===== src/rtl/core/assert_macros.svh =====
// ----------------------------------------------------------------------------
// Assertion macros shared by the RTL
// Small wrappers that keep every check clocked and disabled in reset.
// ----------------------------------------------------------------------------
`ifndef ASSERT_MACROS_SVH
`define ASSERT_MACROS_SVH

// Property checked at every rising edge outside reset.
`define SS_ASSERT(lbl, clk, rst_n, prop, msg) \
	lbl: assert property (@(posedge clk) disable iff (!rst_n) (prop)) else $error(msg);

// Implication checked on the following edge.
`define SS_ASSERT_NEXT(lbl, clk, rst_n, ante, cons, msg) \
	lbl: assert property (@(posedge clk) disable iff (!rst_n) (ante) |=> (cons)) else $error(msg);

`endif


===== src/rtl/core/sst_pkg.sv =====
// ----------------------------------------------------------------------------
// sst_pkg
// Types and constants of the sorted set table.
// ----------------------------------------------------------------------------
package sst_pkg;

	localparam int CAPACITY   = 64;
	localparam int VALUE_BITS = 8;
	localparam int ADDR_BITS  = $clog2(CAPACITY);
	localparam int CNT_BITS   = $clog2(CAPACITY + 1);

	localparam logic [2:0] MODE_INSERT = 3'd0;
	localparam logic [2:0] MODE_REMOVE = 3'd1;
	localparam logic [2:0] MODE_POP    = 3'd2;
	localparam logic [2:0] MODE_MEMBER = 3'd3;
	localparam logic [2:0] MODE_READ   = 3'd4;
	localparam logic [2:0] MODE_COUNT  = 3'd5;

	localparam logic [1:0] ST_DONE   = 2'd0;
	localparam logic [1:0] ST_REJECT = 2'd1;
	localparam logic [1:0] ST_FULL   = 2'd2;

	typedef struct packed {
		logic [2:0]            mode;
		logic [VALUE_BITS-1:0] item_value;
		logic [5:0]            item_index;
	} req_t;

	typedef struct packed {
		logic [1:0]            status;
		logic                  hit;
		logic [VALUE_BITS-1:0] result_value;
		logic [6:0]            count_now;
	} rsp_t;

	typedef struct packed {
		logic                  en;
		logic [ADDR_BITS-1:0]  addr;
		logic [VALUE_BITS-1:0] data;
	} wr_t;

endpackage


===== src/rtl/core/sst_ram.sv =====
// ----------------------------------------------------------------------------
// sst_ram
// Entry store: one write port, one read port, registered read data.
// ----------------------------------------------------------------------------
module sst_ram
	import sst_pkg::*;
(
	input  logic                  clk,
	input  wr_t                   wr,
	input  logic [ADDR_BITS-1:0]  rd_addr,
	output logic [VALUE_BITS-1:0] rd_data
);

	logic [VALUE_BITS-1:0] mem [CAPACITY];

	always_ff @(posedge clk) begin
		if (wr.en) begin
			mem[wr.addr] <= wr.data;
		end
		rd_data <= mem[rd_addr];
	end

endmodule


===== src/rtl/core/sst_ctrl.sv =====
// ----------------------------------------------------------------------------
// sst_ctrl
// Sequencer: binary search, shifts and reads over the entry store.
// ----------------------------------------------------------------------------
`include "assert_macros.svh"

module sst_ctrl
	import sst_pkg::*;
(
	input  logic                  clk,
	input  logic                  arst_n,
	input  req_t                  req,
	input  logic                  req_valid,
	output logic                  req_ready,
	output rsp_t                  res,
	output logic                  res_valid,
	input  logic                  res_ready,
	output wr_t                   wr,
	output logic [ADDR_BITS-1:0]  rd_addr,
	input  logic [VALUE_BITS-1:0] rd_data
);

	typedef enum logic [3:0] {
		S_IDLE, S_SRCH_RD, S_SRCH_CMP, S_DECIDE, S_INS, S_INS_WR,
		S_REM, S_REM_WR, S_POP_WAIT, S_RD_WAIT, S_FINISH
	} state_t;

	state_t                state_q;
	logic [2:0]            mode_q;
	logic [VALUE_BITS-1:0] val_q;
	logic [CNT_BITS-1:0]   lo_q, hi_q, k_q, count_q;
	logic                  found_q;
	logic [1:0]            status_q;
	logic                  hit_q;
	logic [VALUE_BITS-1:0] rv_q;

	logic [CNT_BITS:0]     sum;
	logic [CNT_BITS-1:0]   mid;
	logic [CNT_BITS-1:0]   k_dn, k_up;

	assign sum  = {1'b0, lo_q} + {1'b0, hi_q};
	assign mid  = sum[CNT_BITS:1];
	assign k_dn = k_q - CNT_BITS'(1);
	assign k_up = k_q + CNT_BITS'(1);

	assign req_ready = (state_q == S_IDLE);
	assign res_valid = (state_q == S_FINISH);
	assign res.status       = status_q;
	assign res.hit          = hit_q;
	assign res.result_value = rv_q;
	assign res.count_now    = 7'(count_q);

	always_comb begin
		rd_addr = mid[ADDR_BITS-1:0];
		wr.en   = 1'b0;
		wr.addr = k_q[ADDR_BITS-1:0];
		wr.data = rd_data;
		case (state_q)
			S_IDLE: begin
				rd_addr = (req.mode == MODE_POP) ? '0 : ADDR_BITS'(req.item_index);
			end
			S_INS: begin
				rd_addr = k_dn[ADDR_BITS-1:0];
				if (k_q == lo_q) begin
					wr.en   = 1'b1;
					wr.data = val_q;
				end
			end
			S_INS_WR: wr.en = 1'b1;
			S_REM:    rd_addr = k_up[ADDR_BITS-1:0];
			S_REM_WR: wr.en = 1'b1;
			default: ;
		endcase
	end

	always_ff @(posedge clk or negedge arst_n) begin
		if (!arst_n) begin
			state_q <= S_IDLE;
			count_q <= '0;
		end else begin
			case (state_q)
				S_IDLE: begin
					if (req_valid) begin
						mode_q   <= req.mode;
						val_q    <= req.item_value;
						lo_q     <= '0;
						hi_q     <= count_q;
						found_q  <= 1'b0;
						status_q <= ST_DONE;
						hit_q    <= 1'b0;
						rv_q     <= '0;
						case (req.mode)
							MODE_INSERT, MODE_REMOVE, MODE_MEMBER: state_q <= S_SRCH_RD;
							MODE_POP: begin
								if (count_q == '0) begin
									status_q <= ST_REJECT;
									state_q  <= S_FINISH;
								end else begin
									state_q <= S_POP_WAIT;
								end
							end
							MODE_READ: begin
								if (CNT_BITS'(req.item_index) < count_q) begin
									state_q <= S_RD_WAIT;
								end else begin
									status_q <= ST_REJECT;
									state_q  <= S_FINISH;
								end
							end
							MODE_COUNT: state_q <= S_FINISH;
							default: begin
								status_q <= ST_REJECT;
								state_q  <= S_FINISH;
							end
						endcase
					end
				end
				S_SRCH_RD: state_q <= (lo_q == hi_q) ? S_DECIDE : S_SRCH_CMP;
				S_SRCH_CMP: begin
					// Values are distinct, so a hit pins the upper bound at mid.
					if (rd_data < val_q) begin
						lo_q <= mid + CNT_BITS'(1);
					end else begin
						hi_q <= mid;
					end
					if (rd_data == val_q) begin
						found_q <= 1'b1;
					end
					state_q <= S_SRCH_RD;
				end
				S_DECIDE: begin
					state_q <= S_FINISH;
					case (mode_q)
						MODE_INSERT: begin
							if (found_q) begin
								status_q <= ST_REJECT;
							end else if (count_q >= CNT_BITS'(CAPACITY)) begin
								status_q <= ST_FULL;
							end else begin
								k_q     <= count_q;
								state_q <= S_INS;
							end
						end
						MODE_REMOVE: begin
							if (found_q) begin
								k_q     <= lo_q;
								state_q <= S_REM;
							end else begin
								status_q <= ST_REJECT;
							end
						end
						default: hit_q <= found_q;
					endcase
				end
				S_INS: begin
					if (k_q == lo_q) begin
						count_q <= count_q + CNT_BITS'(1);
						state_q <= S_FINISH;
					end else begin
						state_q <= S_INS_WR;
					end
				end
				S_INS_WR: begin
					k_q     <= k_dn;
					state_q <= S_INS;
				end
				S_REM: begin
					if (k_up < count_q) begin
						state_q <= S_REM_WR;
					end else begin
						count_q <= count_q - CNT_BITS'(1);
						state_q <= S_FINISH;
					end
				end
				S_REM_WR: begin
					k_q     <= k_up;
					state_q <= S_REM;
				end
				S_POP_WAIT: begin
					rv_q    <= rd_data;
					k_q     <= '0;
					state_q <= S_REM;
				end
				S_RD_WAIT: begin
					rv_q    <= rd_data;
					state_q <= S_FINISH;
				end
				S_FINISH: begin
					if (res_ready) begin
						state_q <= S_IDLE;
					end
				end
				default: state_q <= S_IDLE;
			endcase
		end
	end

	`SS_ASSERT(a_count_cap, clk, arst_n, count_q <= CNT_BITS'(CAPACITY), "count above capacity")
	`SS_ASSERT(a_count_move, clk, arst_n, $stable(count_q) || state_q == S_FINISH, "count moved outside finish")
	`SS_ASSERT(a_wr_state, clk, arst_n, !wr.en || state_q == S_INS || state_q == S_INS_WR || state_q == S_REM_WR, "store written outside a shift")
	`SS_ASSERT_NEXT(a_res_hold, clk, arst_n, res_valid && !res_ready, res_valid, "result dropped before taken")

endmodule


===== src/rtl/core/sorted_set_table.sv =====
// Count answers straight from acceptance, read waits for the registered store data; membership
// runs a binary search of about log2(count+1) steps, each a store read and a compare; insert and
// remove add a read and a write per shifted entry; pop reads the head and shifts the rest down.
// Throughput: one word at a time; the sequencer holds a request until its response is handed on.
// The output register frees the sequencer while a finished word waits on the output side.
// Reset (arst_n low, asynchronous) empties the table; the store itself is not cleared.
// ----------------------------------------------------------------------------
// sorted_set_table
// Set of distinct values kept in ascending order in an on-chip store.
// ----------------------------------------------------------------------------
module sorted_set_table
	import sst_pkg::*;
(
	input  logic clk,
	input  logic arst_n,
	input  req_t req,
	input  logic req_valid,
	output logic req_ready,
	output rsp_t rsp,
	output logic rsp_valid,
	input  logic rsp_ready
);

	wr_t                   wr;
	logic [ADDR_BITS-1:0]  rd_addr;
	logic [VALUE_BITS-1:0] rd_data;
	rsp_t                  res;
	logic                  res_valid, res_ready;
	rsp_t                  rsp_q;
	logic                  rsp_valid_q;

	sst_ram u_ram (
		.clk     (clk),
		.wr      (wr),
		.rd_addr (rd_addr),
		.rd_data (rd_data)
	);

	sst_ctrl u_ctrl (
		.clk       (clk),
		.arst_n    (arst_n),
		.req       (req),
		.req_valid (req_valid),
		.req_ready (req_ready),
		.res       (res),
		.res_valid (res_valid),
		.res_ready (res_ready),
		.wr        (wr),
		.rd_addr   (rd_addr),
		.rd_data   (rd_data)
	);

	assign res_ready = !rsp_valid_q || rsp_ready;

	always_ff @(posedge clk or negedge arst_n) begin
		if (!arst_n) begin
			rsp_valid_q <= 1'b0;
		end else if (res_ready) begin
			rsp_valid_q <= res_valid;
		end
	end

	always_ff @(posedge clk) begin
		if (res_ready && res_valid) begin
			rsp_q <= res;
		end
	end

	assign rsp       = rsp_q;
	assign rsp_valid = rsp_valid_q;

endmodule

===== config.mk =====
export PLATFORM = sky130hd
export DESIGN_NAME = sorted_set_table
export DESIGN_NICKNAME = d
export VERILOG_FILES = /design/src/rtl/core/sst_pkg.sv /design/src/rtl/core/sst_ram.sv /design/src/rtl/core/sst_ctrl.sv /design/src/rtl/core/sorted_set_table.sv
export VERILOG_INCLUDE_DIRS = /design/src /design/src/rtl/core
export SDC_FILE = /design/constraint.sdc
export NUM_CORES = 1
export LEC_CHECK = 0
export BUFFER_PORTS_ARGS = -buffer_cell sky130_fd_sc_hd__buf_2
export CAP_MARGIN = 0
export CORE_MARGIN = 3
export CORE_UTILIZATION = 62
export DETAILED_ROUTE_END_ITERATION = 10
export GPL_TIMING_DRIVEN = 1
export PLACE_DENSITY = 0.82
export SKIP_CTS_REPAIR_TIMING = 1
export SLEW_MARGIN = 20
export SYNTH_ARGS = -nofsm -noshare
export SYNTH_HDL_FRONTEND = slang
export SYNTH_SLANG_ARGS = --single-unit

===== constraint.sdc =====
create_clock -name clk -period 6.8 [get_ports clk]
set_input_delay 1.7 -clock clk [delete_from_list [all_inputs] [get_ports clk]]
set_output_delay 1.7 -clock clk [all_outputs]
set_load 0.01 [all_outputs]

==> impl_metrics.tcl <==
set metrics [dict create \
    wirelength_mm 61.6 \
    slew_viol_final 0 \
    avgSynthCellArea_um2 14.6 \
    synth-edff-count 574 \
    clkSinkCount 594 \
    r2r_cells 11 \
    rsz0062_at_grt "no" \
    clk_latency_ns 0.63 \
    critical_path_required_ns 7.37 \
    grt_start_max_net_pins 117 \
    cap_violations 0 \
    endpoint_kind "register" \
    cts_buffer_depth 3 \
    max_freq_ghz 0.225 \
    holdWs_ns 0.419 \
    syn_nets 1816 \
    rows 73 \
    cts_tree "yes" \
    yosysWarnings 0 \
    h-tree-depth 2 \
    dp_slack_ns 1.86 \
    fin_crit_sh_pct 65.4 \
    critPathLaunchType "register" \
    setup_viol 0 \
    synthCells 1759 \
    numCtsBuffers 55 \
    overflow 0 \
    hold_path.class "reg -> reg" \
    drtPass1Iterations 6 \
    synth.top_cell.area_share_pct 67.3 \
    drt_iter0_markers 2279 \
    wl_per_cell_um 26.1 \
    ys_seq_area_share_pct 69.1 \
    synth.area.top_cells "edfxtp_1, mux2i_1, nand2_1" \
    io_pins 41 \
    root_buffer "clkbuf_16" \
    grt_use_total_pct 27.9 \
    vias_per_cell 6.68 \
    critical_path_class "reg -> reg" \
    peakVddDrop_v 0.000491 \
    antenna_found_initial 1 \
    finalHoldViolCount 0 \
    cp.arrival_ns 5.02 \
    setup_ws_ns 2.35 \
    leakage_uw 0.00986 \
    die_h_um 209 \
    reg2reg_to "u_ram.rd_data[0]" \
    setup-tns-final_ns 0 \
    cp_max_fo 24 \
    async_flop_share_pct 2.02 \
    min_to "rsp[8]" \
    dpl.hpwl_mm 37.5 \
    fin_crit_ns 4.45 \
    rrSetupSlack_ns 2.35 \
    drc 0 \
    place.gp.congestion 0.929 \
    dieWidth_um 209 \
    hold_depth 0 \
    skew_ns 0.0215 \
    clkTransAtPathRegs_ns 0.07 \
    start_util_pct 63.6 \
    syn2layout_area_growth_pct 10.4 \
    max_slew_margin_pct 30.0 \
    vias 15800 \
    synth_top_area_cell "edfxtp_1" \
    grt_pass1_wl_mm 93.0 \
    synth-main-ff-cell "edfxtp_1" \
    ant_nets 0 \
    crit_start "u_ctrl.k_q[0]" \
    grt_pass1_vias 15300 \
    ys_ff_latch 594 \
    min_from "u_ctrl.rv_q[1]" \
    worstMarginPinSlew_ns 1.05 \
    core_area_mm2 0.0403 \
    fp.dieArea_mm2 0.0438 \
    drive_gt1_share_pct 11.3 \
    status "finished, final reports clean" \
    nets 1846 \
    reg2reg_from "u_ctrl.k_q[0]" \
    powerDensity_mw_per_mm2 507 \
    io_buffers 40 \
    mappedNetlistArea_mm2 0.0256 \
    synth_cell_type_count 74 \
]
how the worst max path moves through the flow:
stage,cells past startpoint,slack [ns],endpoint
after floorplan,9,1.65,u_ram.mem[0][1]
after global placement,10,1.97,u_ram.rd_data[6]
after detailed placement,9,1.86,u_ram.rd_data[3]
after CTS,11,2.46,u_ram.rd_data[0]
after global routing,9,2.21,u_ram.rd_data[3]
final,11,2.35,u_ram.rd_data[0]
cell type report:
| class | count | area (µm²) |
|---|---|---|
| flip-flops and latches | 594 | 17700 |
| fillers | 2445 | 12000 |
| multi-input cells | 1035 | 7380 |
| clock buffers | 62 | 1400 |
| well taps | 525 | 657 |
| clock inverters | 42 | 549 |
| repair buffers | 63 | 418 |
| inverters | 40 | 150 |
| diodes | 1 | 2.50 |
worst max-delay path: stages (launching register included):
cell and delay [ns]:
edfxtp_1 0.69, inv_1 0.17, ha_1 0.27, mux2i_1 0.30, mux2i_1 0.40, nand2_1 0.15, a21oi_4 0.80, buf_4 0.48
mux2i_1 0.27, mux2i_1 0.11, a221oi_1 0.50, and4_1 0.26
cell usage in the layout, fill, tap and decap left out, drive strengths merged, types with 6 or more instances in the layout:
| cell | Yosys | layout |
|---|---|---|
| edfxtp | 574 | 574 |
| nand2 | 203 | 203 |
| nor2 | 168 | 168 |
| mux2i | 148 | 148 |
| nand3 | 74 | 74 |
| buf | 60 | 63 |
| clkbuf | 30 | 62 |
| a21oi | 51 | 51 |
| o21ai | 45 | 45 |
| inv | 40 | 42 |
| mux4 | 40 | 40 |
| ha | 34 | 34 |
| clkinv | 0 | 26 |
| o211ai | 24 | 24 |
| and3 | 22 | 22 |
| nor3 | 20 | 20 |
| xor2 | 17 | 17 |
| a211oi | 13 | 13 |
| xnor2 | 12 | 12 |
| bufinv | 0 | 12 |
| dfrtp | 12 | 12 |
| and2 | 11 | 11 |
| o22ai | 8 | 8 |
| a32o | 8 | 8 |
| a221oi | 8 | 8 |
| dfxtp | 8 | 8 |
| nand2b | 8 | 8 |
| a21o | 7 | 7 |
| and4 | 7 | 7 |
| nor4b | 7 | 7 |
| a31oi | 6 | 6 |
| a311oi | 6 | 6 |
sequential cells by signal, summed over array words and instances (netlist names):
signal and count:
u_ram.mem 512, u_ctrl.hi_q 7, u_ctrl.hit_q 1, u_ctrl.state_q 4, rsp_valid 1, u_ctrl.count_q 7, u_ctrl.mode_q 3, u_ctrl.k_q 7
rsp 18, u_ctrl.status_q 2, u_ctrl.found_q 1, u_ctrl.rv_q 8, u_ctrl.val_q 8, u_ctrl.lo_q 7, u_ram.rd_data 8
kinds of logic (layout without fill, tap and decap cells):
group                      count (synthesis)  count (layout)  synth area share [%]
other                                      0               1                     0
adders and majority gates                 36              36                  1.82
DFF                                      594             594                  69.1
muxes                                    193             193                  9.73
and+or+nand+nor                          553             553                  9.78
buffers and inverters                    130             207                  2.51
AOI/OAI and AO/OA                        224             224                  6.04
xor gates and xnor gates                  29              29                 0.992
report_power, final:
part	leakage (µW)	switching [µW]	internal (µW)	total, µW
Sequential	0.00537	173	4660	4830
Combinational	0.00354	4050	2140	6190
Clock	0.000948	1370	1950	3320
stage by stage:
stage	area [µm²]	power, µW	std cells	utilization, %
2_1_floorplan	25600	9230	1759	-
3_3_place_gp	26300	10700	2256	65.2
3_5_place_dp	26300	10900	2256	65.2
4_1_cts	28200	14200	2360	70.1
5_1_grt	28300	14900	2361	70.2
6_report	28300	14300	2362	70.2
cells in the mapped netlist, types with 23 or more instances:
| cell | count |
|---|---|
| ha_1 | 34 |
| nand3_1 | 74 |
| clkbuf_1 | 29 |
| o211ai_1 | 23 |
| inv_1 | 38 |
| buf_2 | 30 |
| a21oi_1 | 51 |
| nand2_1 | 203 |
| o21ai_0 | 45 |
| nor2_1 | 168 |
| mux4_2 | 26 |
| edfxtp_1 | 574 |
| mux2i_1 | 148 |
routing by layer:
metal | track usage, % | share of wire [%]
met4 | 11.9 | 4.7
met1 | 40.2 | 39
met3 | 5.19 | 10
met5 | 0 | 0
met2 | 42.6 | 46
(Power assumes the default switching activity.)
